### config.mk
export PLATFORM = sky130hd
export DESIGN_NAME = weekly_setpoint_schedule_lookup
export DESIGN_NICKNAME = d
export VERILOG_FILES = /design/src/hw/rtl/wssl_pkg.sv /design/src/hw/rtl/wssl_point_store.sv /design/src/hw/rtl/weekly_setpoint_schedule_lookup.sv
export SDC_FILE = /design/constraint.sdc
export NUM_CORES = 2
export LEC_CHECK = 0
export BUFFER_PORTS_ARGS = -buffer_cell sky130_fd_sc_hd__clkbuf_2
export CORE_ASPECT_RATIO = 1.5
export CORE_MARGIN = 1
export CORE_UTILIZATION = 25
export CTS_BUF_LIST = sky130_fd_sc_hd__clkbuf_4 sky130_fd_sc_hd__clkbuf_8
export DETAILED_ROUTE_END_ITERATION = 10
export GPL_TIMING_DRIVEN = 0
export HOLD_SLACK_MARGIN = 0.06
export SYNTH_ARGS = -nofsm -noshare
export SYNTH_HDL_FRONTEND = slang
export SYNTH_SLANG_ARGS = --single-unit
### constraint.sdc
create_clock -name aclk -period 6.7 [get_ports aclk]
set_clock_uncertainty 0.1 [all_clocks]
set_input_delay 0.67 -clock aclk [delete_from_list [all_inputs] [get_ports aclk]]
set_output_delay 0.67 -clock aclk [all_outputs]
set_load 0.005 [all_outputs]
### src/hw/rtl/wssl_pkg.sv
// Shared types and constants for the weekly setpoint schedule lookup.
`timescale 1ns / 1ps

package wssl_pkg;

    localparam int NUM_DAYS       = 7;
    localparam int DAY_W          = 3;
    localparam int SLOT_IN_W      = 3;
    localparam int HOUR_W         = 5;
    localparam int MINUTE_W       = 6;
    localparam int TEMP_W         = 12;
    localparam int COUNT_IN_W     = 4;
    localparam int MOD_W          = 11;   // minute of day, up to 31*60+63
    localparam int MIN_PER_HOUR   = 60;
    localparam logic [DAY_W-1:0] LAST_DAY = DAY_W'(NUM_DAYS - 1);

    typedef enum logic [1:0] {
        ACT_WR_POINT = 2'd0,
        ACT_WR_COUNT = 2'd1,
        ACT_QUERY    = 2'd2,
        ACT_NONE     = 2'd3
    } action_t;

    typedef enum logic [1:0] {
        ST_IDLE,
        ST_PREV,
        ST_SCAN,
        ST_DONE
    } state_t;

    typedef struct packed {
        logic [HOUR_W-1:0]   hour;
        logic [MINUTE_W-1:0] minute;
        logic signed [TEMP_W-1:0] temperature;
    } point_t;

    typedef struct packed {
        logic                  pt_we;
        logic                  cnt_we;
        logic [DAY_W-1:0]      day;
        logic [SLOT_IN_W-1:0]  slot;
        logic [COUNT_IN_W-1:0] count;
        point_t                point;
    } store_wr_t;

    function automatic logic [MOD_W-1:0] minute_of_day(
        input logic [HOUR_W-1:0]   hour,
        input logic [MINUTE_W-1:0] minute
    );
        logic [MOD_W-1:0] h;
        h = MOD_W'(hour);
        return (h * MOD_W'(MIN_PER_HOUR)) + MOD_W'(minute);
    endfunction

endpackage

### src/hw/rtl/wssl_point_store.sv
// Point memory and per-day point counts of the schedule.
`timescale 1ns / 1ps

module wssl_point_store
    import wssl_pkg::*;
#(
    parameter int MAX_POINTS = 8
) (
    input  logic                  aclk,
    input  logic                  aresetn,
    input  store_wr_t             wr,
    input  logic                  rd_en,
    input  logic [DAY_W-1:0]      rd_day,
    input  logic [((MAX_POINTS > 1) ? $clog2(MAX_POINTS) : 1)-1:0] rd_slot,
    output point_t                rd_data,
    input  logic [DAY_W-1:0]      cnt_rd_day,
    output logic [$clog2(MAX_POINTS + 1)-1:0] cnt_rd
);

    localparam int SLOT_W = (MAX_POINTS > 1) ? $clog2(MAX_POINTS) : 1;
    localparam int CNT_W  = $clog2(MAX_POINTS + 1);
    localparam int ADDR_W = DAY_W + SLOT_W;
    localparam int DEPTH  = 1 << ADDR_W;

    point_t mem [DEPTH];
    point_t rd_data_reg;

    logic [CNT_W-1:0] count_reg [NUM_DAYS];

    logic             wr_day_ok;
    logic             wr_slot_ok;
    logic [CNT_W-1:0] cnt_sat;

    assign wr_day_ok  = (wr.day <= LAST_DAY);
    assign wr_slot_ok = (int'(wr.slot) < MAX_POINTS);
    assign cnt_sat    = (int'(wr.count) > MAX_POINTS) ? CNT_W'(MAX_POINTS) : CNT_W'(wr.count);

    always_ff @(posedge aclk) begin
        if (wr.pt_we && wr_day_ok && wr_slot_ok) begin
            mem[{wr.day, SLOT_W'(wr.slot)}] <= wr.point;
        end
        if (rd_en) begin
            rd_data_reg <= mem[{rd_day, rd_slot}];
        end
    end

    assign rd_data = rd_data_reg;

    always_ff @(posedge aclk) begin
        if (!aresetn) begin
            for (int d = 0; d < NUM_DAYS; d++) begin
                count_reg[d] <= '0;
            end
        end else if (wr.cnt_we && wr_day_ok) begin
            count_reg[wr.day] <= cnt_sat;
        end
    end

    // day 7 never reaches a count read during a query; return zero for it
    assign cnt_rd = (cnt_rd_day <= LAST_DAY) ? count_reg[cnt_rd_day] : '0;

endmodule

### src/hw/rtl/weekly_setpoint_schedule_lookup.sv
// Top level of the weekly setpoint schedule lookup.
`timescale 1ns / 1ps

// Weekly setpoint schedule: 7 days of up to MAX_POINTS points (hour, minute,
// signed temperature in tenths of a degree) plus a per-day point count that is
// cleared at reset and saturates at MAX_POINTS. A request with action 0 writes
// one point, action 1 writes one day's count, action 2 returns one setpoint,
// action 3 is ignored. Write requests give no result. A query is accepted,
// then reads the previous day's last point, then streams today's points through
// the single read port of the point memory at one slot per cycle, and then
// loads the output register once the result channel is free. A query with a day
// above 6 skips the table and returns default_setpoint. The point memory holds
// no reset; only slots below a day's count must have been written. Requests are
// taken only while no query is in progress, so table writes never overlap a
// scan. default_setpoint must be written through cfg_wr_en / cfg_wr_data only
// while idle; the block does not enforce this.

module weekly_setpoint_schedule_lookup
    import wssl_pkg::*;
#(
    parameter int MAX_POINTS = 8
) (
    input  logic                     aclk,
    input  logic                     aresetn,
    // configuration
    input  logic                     cfg_wr_en,
    input  logic signed [TEMP_W-1:0] cfg_wr_data,
    // request channel
    input  logic                     s_valid,
    output logic                     s_ready,
    input  logic [1:0]               s_action,
    input  logic [DAY_W-1:0]         s_day,
    input  logic [SLOT_IN_W-1:0]     s_slot,
    input  logic [HOUR_W-1:0]        s_hour,
    input  logic [MINUTE_W-1:0]      s_minute,
    input  logic signed [TEMP_W-1:0] s_temperature,
    input  logic [COUNT_IN_W-1:0]    s_point_count,
    // result channel
    output logic                     m_valid,
    input  logic                     m_ready,
    output logic signed [TEMP_W-1:0] m_setpoint
);

    localparam int SLOT_W = (MAX_POINTS > 1) ? $clog2(MAX_POINTS) : 1;
    localparam int CNT_W  = $clog2(MAX_POINTS + 1);

    // configuration register
    logic signed [TEMP_W-1:0] default_setpoint_reg;

    always_ff @(posedge aclk) begin
        if (!aresetn) begin
            default_setpoint_reg <= TEMP_W'(180);
        end else if (cfg_wr_en) begin
            default_setpoint_reg <= cfg_wr_data;
        end
    end

    // sequencer state
    state_t state_reg, state_next;

    logic [DAY_W-1:0]         day_reg;
    logic [MOD_W-1:0]         now_reg;
    logic [CNT_W-1:0]         idx_reg, idx_next;
    logic signed [TEMP_W-1:0] sp_reg, sp_next;
    logic                     pend_reg, pend_next;       // read data arrives this cycle
    logic                     pend_prev_reg, pend_prev_next; // it is yesterday's last point

    logic                     m_valid_reg, m_valid_next;
    logic signed [TEMP_W-1:0] m_setpoint_reg;

    logic       accept;
    logic       is_query;
    logic       day_ok;
    logic       out_free;
    action_t    action;

    // store interface
    store_wr_t        wr;
    logic             rd_en;
    logic [DAY_W-1:0] rd_day;
    logic [SLOT_W-1:0] rd_slot;
    point_t           rd_data;
    logic [DAY_W-1:0] cnt_rd_day;
    logic [CNT_W-1:0] cnt_rd;
    logic [CNT_W-1:0] cnt_m1;
    logic [DAY_W-1:0] prev_day;
    logic [MOD_W-1:0] pt_min;

    assign action   = action_t'(s_action);
    assign s_ready  = (state_reg == ST_IDLE);
    assign accept   = s_valid && s_ready;
    assign is_query = (action == ACT_QUERY);
    assign day_ok   = (s_day <= LAST_DAY);
    assign out_free = !m_valid_reg || m_ready;
    assign prev_day = (day_reg == '0) ? LAST_DAY : (day_reg - DAY_W'(1));
    assign cnt_m1   = cnt_rd - CNT_W'(1);
    assign pt_min   = minute_of_day(rd_data.hour, rd_data.minute);

    // writes land in the store on the accept edge
    always_comb begin
        wr.pt_we             = accept && (action == ACT_WR_POINT);
        wr.cnt_we            = accept && (action == ACT_WR_COUNT);
        wr.day               = s_day;
        wr.slot              = s_slot;
        wr.count             = s_point_count;
        wr.point.hour        = s_hour;
        wr.point.minute      = s_minute;
        wr.point.temperature = s_temperature;
    end

    wssl_point_store #(
        .MAX_POINTS (MAX_POINTS)
    ) u_store (
        .aclk       (aclk),
        .aresetn    (aresetn),
        .wr         (wr),
        .rd_en      (rd_en),
        .rd_day     (rd_day),
        .rd_slot    (rd_slot),
        .rd_data    (rd_data),
        .cnt_rd_day (cnt_rd_day),
        .cnt_rd     (cnt_rd)
    );

    // next state
    always_comb begin
        state_next = state_reg;
        case (state_reg)
            ST_IDLE: begin
                if (accept && is_query) begin
                    state_next = day_ok ? ST_PREV : ST_DONE;
                end
            end
            ST_PREV: begin
                state_next = ST_SCAN;
            end
            ST_SCAN: begin
                if (!(idx_reg < cnt_rd)) begin
                    state_next = ST_DONE;
                end
            end
            ST_DONE: begin
                if (out_free) begin
                    state_next = ST_IDLE;
                end
            end
            default: begin
                state_next = ST_IDLE;
            end
        endcase
    end

    // memory port control per state
    always_comb begin
        rd_en      = 1'b0;
        rd_day     = day_reg;
        rd_slot    = idx_reg[SLOT_W-1:0];
        cnt_rd_day = day_reg;
        case (state_reg)
            ST_PREV: begin
                // yesterday's last counted point seeds the setpoint
                cnt_rd_day = prev_day;
                rd_day     = prev_day;
                rd_slot    = cnt_m1[SLOT_W-1:0];
                rd_en      = (cnt_rd != '0);
            end
            ST_SCAN: begin
                rd_en = (idx_reg < cnt_rd);
            end
            default: begin
                rd_en = 1'b0;
            end
        endcase
    end

    // datapath next values
    always_comb begin
        idx_next       = idx_reg;
        sp_next        = sp_reg;
        pend_next      = 1'b0;
        pend_prev_next = 1'b0;
        m_valid_next   = m_valid_reg && !m_ready;
        case (state_reg)
            ST_IDLE: begin
                idx_next = '0;
                sp_next  = default_setpoint_reg;
            end
            ST_PREV: begin
                pend_next      = rd_en;
                pend_prev_next = 1'b1;
            end
            ST_SCAN: begin
                // slot order is kept, so the last qualifying point wins
                if (pend_reg && (pend_prev_reg || (now_reg >= pt_min))) begin
                    sp_next = rd_data.temperature;
                end
                pend_next = rd_en;
                if (rd_en) begin
                    idx_next = idx_reg + CNT_W'(1);
                end
            end
            ST_DONE: begin
                if (out_free) begin
                    m_valid_next = 1'b1;
                end
            end
            default: begin
                idx_next = '0;
            end
        endcase
    end

    always_ff @(posedge aclk) begin
        if (!aresetn) begin
            state_reg     <= ST_IDLE;
            pend_reg      <= 1'b0;
            pend_prev_reg <= 1'b0;
            m_valid_reg   <= 1'b0;
        end else begin
            state_reg     <= state_next;
            pend_reg      <= pend_next;
            pend_prev_reg <= pend_prev_next;
            m_valid_reg   <= m_valid_next;
        end
    end

    always_ff @(posedge aclk) begin
        idx_reg <= idx_next;
        sp_reg  <= sp_next;
        if (accept) begin
            day_reg <= s_day;
            now_reg <= minute_of_day(s_hour, s_minute);
        end
        if ((state_reg == ST_DONE) && out_free) begin
            m_setpoint_reg <= sp_reg;
        end
    end

    assign m_valid    = m_valid_reg;
    assign m_setpoint = m_setpoint_reg;

endmodule
* Yosys cells after proc, flatten, opt, wreduce, memory -nomap -nowiden
Memory sizes are Yosys's and may differ from the RTL's. A register that Yosys moved wholly into a read port is not among the register bits.
Index checks and enable logic that the tools add are counted.
** Operators by class
- Multipliers :: 2
- Equal/unequal tests :: 10
- Reductions and logical operators :: 24
- Order comparisons :: 5
- Muxes and demuxes :: 27
- Add/subtract/negate cells :: 5
** Operators with widths (number)
- 12-bit case mux with 2 select lines :: 1
- 11-bit by 6-bit adder with 11-bit output :: 2
- 5-bit by 4-bit multiplier with 9-bit output, second input constant :: 2
- 4-bit two-way mux :: 4
- 12-bit two-way mux :: 1
- 3-bit two-way mux :: 4
- 11-bit >= comparator :: 1
- 1-bit two-way mux :: 10
- 1-bit logical AND :: 9
- 2-bit two-way mux :: 4
- 2-bit != test, second input constant :: 4
- 2-bit case mux with 4 select lines :: 1
- 4-bit case mux with 2 select lines :: 1
- 2-bit == test, second input constant :: 3
- 3-bit less-or-equal comparator, second input constant :: 2
- 2-bit AND reduction :: 3
- 3-bit by 1-bit subtractor with 3-bit output, second input constant :: 2
- 4-bit by 1-bit adder with 4-bit output, second input constant :: 1
- 2-bit by 1-bit == test with 1-bit output, second input constant :: 2
- 4-bit greater-than comparator, second input constant :: 1
- 2-bit zero test :: 2
- 4-bit less-than comparator :: 1
- 4-bit nonzero test :: 1
- 4-bit OR reduction :: 1
- 8 further kinds :: 10
** Word-level totals
- Word-level logic and storage cells :: 85
- Register bits after elaboration :: 59
- Output and inout bits :: 14
- Bits in writable memories :: 1500
- Memories :: 2
** Memory list
- u_store.mem :: words 64, width 23, read ports 1, clocked after Yosys merged registers in 1, write ports 1, line wssl_point_store.sv:25 : point_t mem [DEPTH];
- u_store.count_reg :: words 7, width 4, read ports 1, clocked after Yosys merged registers in 0, write ports 7, line wssl_point_store.sv:28 : logic [CNT_W-1:0] count_reg [NUM_DAYS];

* Longest topological paths before layout
- Depth in word-level cells :: 9
- Gate-level depth with buffers :: 23
- Gate-level depth less buffers :: 18

* Modules after synthesis
Synthesis repeated with hierarchy kept, for this count alone.
** Unflattened totals
- Cell total of the unflattened synthesis :: 3159
- Area, all modules :: 62891.6 um^2
** Modules (own cells, without submodules)
- wssl_point_store :: area an instance 58817.7 um^2, instances 1, cells an instance 2794
- weekly_setpoint_schedule_lookup :: area an instance 4073.9 um^2, instances 1, cells an instance 365

* Worst setup path after synthesis
No wires, ideal clock.
- Kind :: register -> register
- Start :: register, netlist name u_store.rd_data[18]
- End :: register sp_reg[0], enable pin
- Arrival :: 4.433 ns
- Stages on the path, launching flop included :: 18
- Path slack :: 1.781 ns
- Required time :: 6.213 ns
- Path through :: edfxtp_1 > fa_1 > inv_1 > fa_1 > inv_1 > fa_1 > ha_1 > o21ai_0 > nand2b_1 > nand3_1 > nor3_1 > xnor2_1 > ha_1 > nand2_1 > nor3_1 > a41oi_1 > a21oi_1 > a2bb2oi_1
** Between the ends
- Cells in the longest elaborated chain, start to end :: 7
** RTL lines
- 5-bit by 4-bit multiplier with 9-bit output :: line wssl_pkg.sv:52 : return (h * MOD_W'(MIN_PER_HOUR)) + MOD_W'(minute);
- 11-bit by 6-bit adder with 11-bit output :: line wssl_pkg.sv:52
- 11-bit >= comparator :: line weekly_setpoint_schedule_lookup.sv:194 : if (pend_reg && (pend_prev_reg || (now_reg >= pt_min))) begin
- 1-bit logical OR :: line weekly_setpoint_schedule_lookup.sv:194
- 1-bit logical AND :: line weekly_setpoint_schedule_lookup.sv:194
- 2-bit != test (no source line)
- 2-bit AND reduction (no source line)
- end signal: assignment :: line weekly_setpoint_schedule_lookup.sv:229 : sp_reg <= sp_next;
- end: declaration :: line weekly_setpoint_schedule_lookup.sv:64 : logic signed [TEMP_W-1:0] sp_reg, sp_next;
Every way passes these cells.
A chain may end at the register's enable or synchronous reset.

* Worst setup path in the final report
- Start :: register day_reg[0]
- End :: register, netlist name u_store.rd_data[14]
** Between the ends
- Cells in the longest elaborated chain, start to end :: 7
- Elaborated cells between the ends (all ways) :: 12
- Classes of those cells :: 2 x add/sub; 2 x order compare; 5 x mux; 2 x reduce/logical; 1 x memory
** RTL lines
- start: declaration :: line weekly_setpoint_schedule_lookup.sv:61 : logic [DAY_W-1:0] day_reg;
- start signal: assignment :: line weekly_setpoint_schedule_lookup.sv:231 : day_reg <= s_day;
- 3-bit by 1-bit subtractor with 3-bit output or 3-bit zero test (tied branches) :: line weekly_setpoint_schedule_lookup.sv:95 : assign prev_day = (day_reg == '0) ? LAST_DAY : (day_reg - DAY_W'(1));
- 3-bit two-way mux :: line weekly_setpoint_schedule_lookup.sv:95
- 3-bit two-way mux (*) :: line weekly_setpoint_schedule_lookup.sv:159 : case (state_reg)
- memory read 7 x 4 bit or 3-bit less-or-equal comparator (tied branches)
- 4-bit two-way mux :: line wssl_point_store.sv:60 : assign cnt_rd = (cnt_rd_day <= LAST_DAY) ? count_reg[cnt_rd_day] : '0;
- 4-bit less-than comparator, or another cell as far along :: line weekly_setpoint_schedule_lookup.sv:168 : rd_en = (idx_reg < cnt_rd);
- 1-bit case mux with 2 select lines or 3-bit two-way mux (tied branches) :: line weekly_setpoint_schedule_lookup.sv:159
Every way passes the cells marked *; elsewhere a longest branch is shown, timed or not.

==> metrics.md <==
| Metric | Value |
|---|---|
| Synthesized instance count | `4478` |
| Yosys warns | `0` |
| Combinational group share of total power | `0.467` |
| Final Hold Viols | `0` |
| Synth unique cells | `65` |
| Post-route ant nets | `0` |
| Die height | `620 µm` |
| WP data arrival | `7250 ps` |
| Wirelength, routed | `201000 µm` |
| Most frequent CP cell | `clkbuf_2` |
| Fmax | `0.149 GHz` |
| Max incr delay on CP | `480 ps` |
| Synthesized area | `63700 µm²` |
| Worst vdd rail ir drop | `260 µV` |
| Worst Tran Pin Value | `1370 ps` |
| Internal power | `19600 µW` |
| Vias/cell | `4.65` |
| Post-synth EDFFs | `1565` |
| GPL Wtd Cong | `1.06` |
| Main synth FF type | `edfxtp_1` |
| Slew Limit Fails | `0` |
| Crit Path Category | `flip-flop to flip-flop` |
| I/O pin total | `66` |
| TritonCTS Buffers | `210` |
| Critical Path Source Type | `flip-flop` |
| Overflow after GRT | `0` |
| Synth top area cells | `edfxtp_1 (74%), nand2_1 (6.7%), mux4_2 (4.1%), nand3_1 (3.8%), a21oi_1 (2.3%)` |
| Maxcap violations | `0` |
| Mean Syn Cell Area | `14.2 µm²` |
| P_leak | `0.0254 µW` |
| Filler cell count | `25200` |
| Sequential share of power | `0.327` |
| Detailed Routing Iterations Pass 1 | `6` |
| Clock network fraction of total power | `0.206` |
| Global-route usage over all layers | `0.153` |
| CTS Sinks | `1586` |
| Tot Pwr | `35000 µW` |
| Layout cells sized above 1 | `0.162` |
| Final setup TNS | `0 ps` |
| Final worst path period need | `6690 ps` |
| Post-synth ARST share | `0` |
| Top cell type by total area after synthesis | `edfxtp_1` |
| WL per Instance | `23.6 µm` |
| CTS H-tree lvls | `4` |
| Starting Density | `0.252` |
| RSZ-0062 raised after global routing | `yes` |
| Initial antenna violation count | `12` |
| Final setup viols | `0` |
| Critical path capture point type | `flip-flop` |
| CTS tree | `built` |
| # port buffers | `65` |
| Switching Share | `0.439` |
| Die area | `257000 µm²` |
| Longest Clk Path Bufs | `4` |
| Vias in the first global route | `39500` |
| Power per cell area | `466 nW/µm²` |
| Slew HR | `0.0885` |
| Largest net degree at the start of global routing | `70` |
| Share of Yosys cell area claimed by the top area cell type | `0.738` |
| Clk pin slew, worst setup/hold paths | `70 ps` |
| DR iter-0 viols | `3855` |
| First-pass GRT wire length | `282000 µm` |
| Worst min path class | `input port to flip-flop` |
| Clk root buf | `clkbuf_8` |
| Site row count | `226` |
| Crit path required time | `7260 ps` |
| Core area | `253000 µm²` |
| CP cell instances | `buf_2 -> buf_6 -> inv_1 -> ha_1 -> o21ai_0 -> o21a_1 -> clkbuf_2 -> buf_2 -> a32oi_1 -> ha_1 -> a21o_2 -> clkbuf_1 -> clkbuf_2 -> clkbuf_4 -> clkbuf_2 -> clkbuf_1 -> nand2_1 -> nand3_1 -> a21oi_1 -> nor4_1 -> a32o_1` |
| Yosys reg bits | `1586` |
| Die W | `414 µm` |
| P&R area growth vs syn | `18.0%` |
| Clk Latency, worst-skew pair | `980 ps` |
| Critical path's slowest cell | `a32o_1` |
| Seq/Total Area, Yosys | `0.744` |
| Number of remaining DRC errors | `0` |
| Max reg flops | `1472` |
| Worst-path maximum fanout | `10` |
| Vias post-DR | `39600` |
| Switch Pwr | `15400 µW` |
| Run status | `complete, no violations` |
| Post-DP HPWL | `141000 µm` |
| Crit share post-route | `0.999` |
| Fin nets | `5159` |
## power by group through the flow
stage	clock network (µW)	registers [µW]	logic (µW)
floorplan	0	11600	9010
global placement	0	11700	15600
detailed placement	0	11700	15800
CTS	7320	11500	16200
global route	7650	11500	17200
finish	7210	11400	16400
## worst paths after layout
path,to,cells past startpoint,slack (ps),from
max,u_store.rd_data[14]$_DFFE_PP_,21,9,day_reg[0]$_DFFE_PP_
min,u_store.mem[3][4]$_DFFE_PP_,2,120,s_temperature[4]
max reg2reg,u_store.rd_data[14]$_DFFE_PP_,21,9,day_reg[0]$_DFFE_PP_
min reg2reg,m_setpoint[10]$_DFFE_PP_,0,320,sp_reg[10]$_DFFE_PP_
## cells by family after synthesis
family / Yosys count / share of synthesized area
AND/OR/NAND/NOR: 1889 / 0.127
flip-flops: 1586 / 0.744
AO/OA/AOI/OAI: 442 / 0.0412
buffers and inverters: 311 / 0.0209
multiplexers: 152 / 0.0472
adder cells (fa/ha/maj): 71 / 0.0158
XOR/XNOR: 26 / 0.00358
other: 1 / 0.0000589
## critical path: cells and delay by family (launching register included)
family,cells,cell delay [ps]
buf+inv,10,2970
fa+ha+maj,2,610
flops,1,320
simple gates,3,620
compound gates,6,1820
## routing by layer
metal	global-route usage	wire length (µm)	vias to the layer above	part of all wire
met2	0.282	106000	1634	0.53
met1	0.151	65600	19900	0.33
met5	0	27	-	0.00013
met4	0.128	18000	4	0.089
met3	0.0215	11700	470	0.058
li1	-	-	17600	-
## metrics by stage
step | utilization | hold slack (ps) | setup slack, ps | cells | instance area, µm²
floorplan | - | 300 | 1780 | 4665 | 64400
global placement | 0.272 | 306 | -2410 | 8036 | 68900
detailed placement | 0.278 | 305 | -1960 | 8101 | 70400
CTS | 0.297 | 69.9 | 6.14 | 8508 | 75100
global route | 0.297 | 114 | -19.2 | 8513 | 75100
finish | 0.297 | 120 | 9.31 | 8520 | 75200
## repair_timing
action                                 CTS  global route
endpoints found under the hold margin  115             0
gates resized for setup                111            24
pin swaps                                0             2
buffers inserted                         0             0
setup endpoints to repair               23            23
hold buffers                            30             0
## synthesized netlist by cell type, types with 29 or more instances
master / n
nand2_1: 1143
a21oi_1: 299
edfxtp_1: 1565
ha_1: 55
nor4_1: 50
nor2_1: 113
clkbuf_1: 163
mux4_2: 117
inv_1: 49
buf_2: 58
nor3_1: 29
nand3_1: 487
## area by class of cell
| cell class | count | area (µm²) | share of cell area |
|---|---|---|---|
| Clock buffer | 271 | 3350 | 0.0446 |
| Tap cell | 3306 | 4140 | 0.0550 |
| Multi-Input combinational cell | 2768 | 16200 | 0.215 |
| Buffer | 259 | 1220 | 0.0163 |
| Inverter | 51 | 191 | 0.00255 |
| Clock inverter | 106 | 671 | 0.00892 |
| Antenna cell | 13 | 32.5 | 0.000433 |
| Timing Repair Buffer | 160 | 1950 | 0.0259 |
| Sequential cell | 1586 | 47400 | 0.631 |
## cell usage in the layout, fill, tap and decap left out, types with 55 or more instances in the layout
master / count
a21oi_1: 273
buf_2: 60
clkbuf_1: 113
clkbuf_2: 89
clkbuf_4: 86
clkbuf_8: 211
clkinv_1: 55
conb_1: 188
edfxtp_1: 1565
ha_1: 55
mux4_2: 117
nand2_1: 1143
nand3_1: 487
nor2_1: 57
Note: power is estimated with default switching activity, not from simulation.
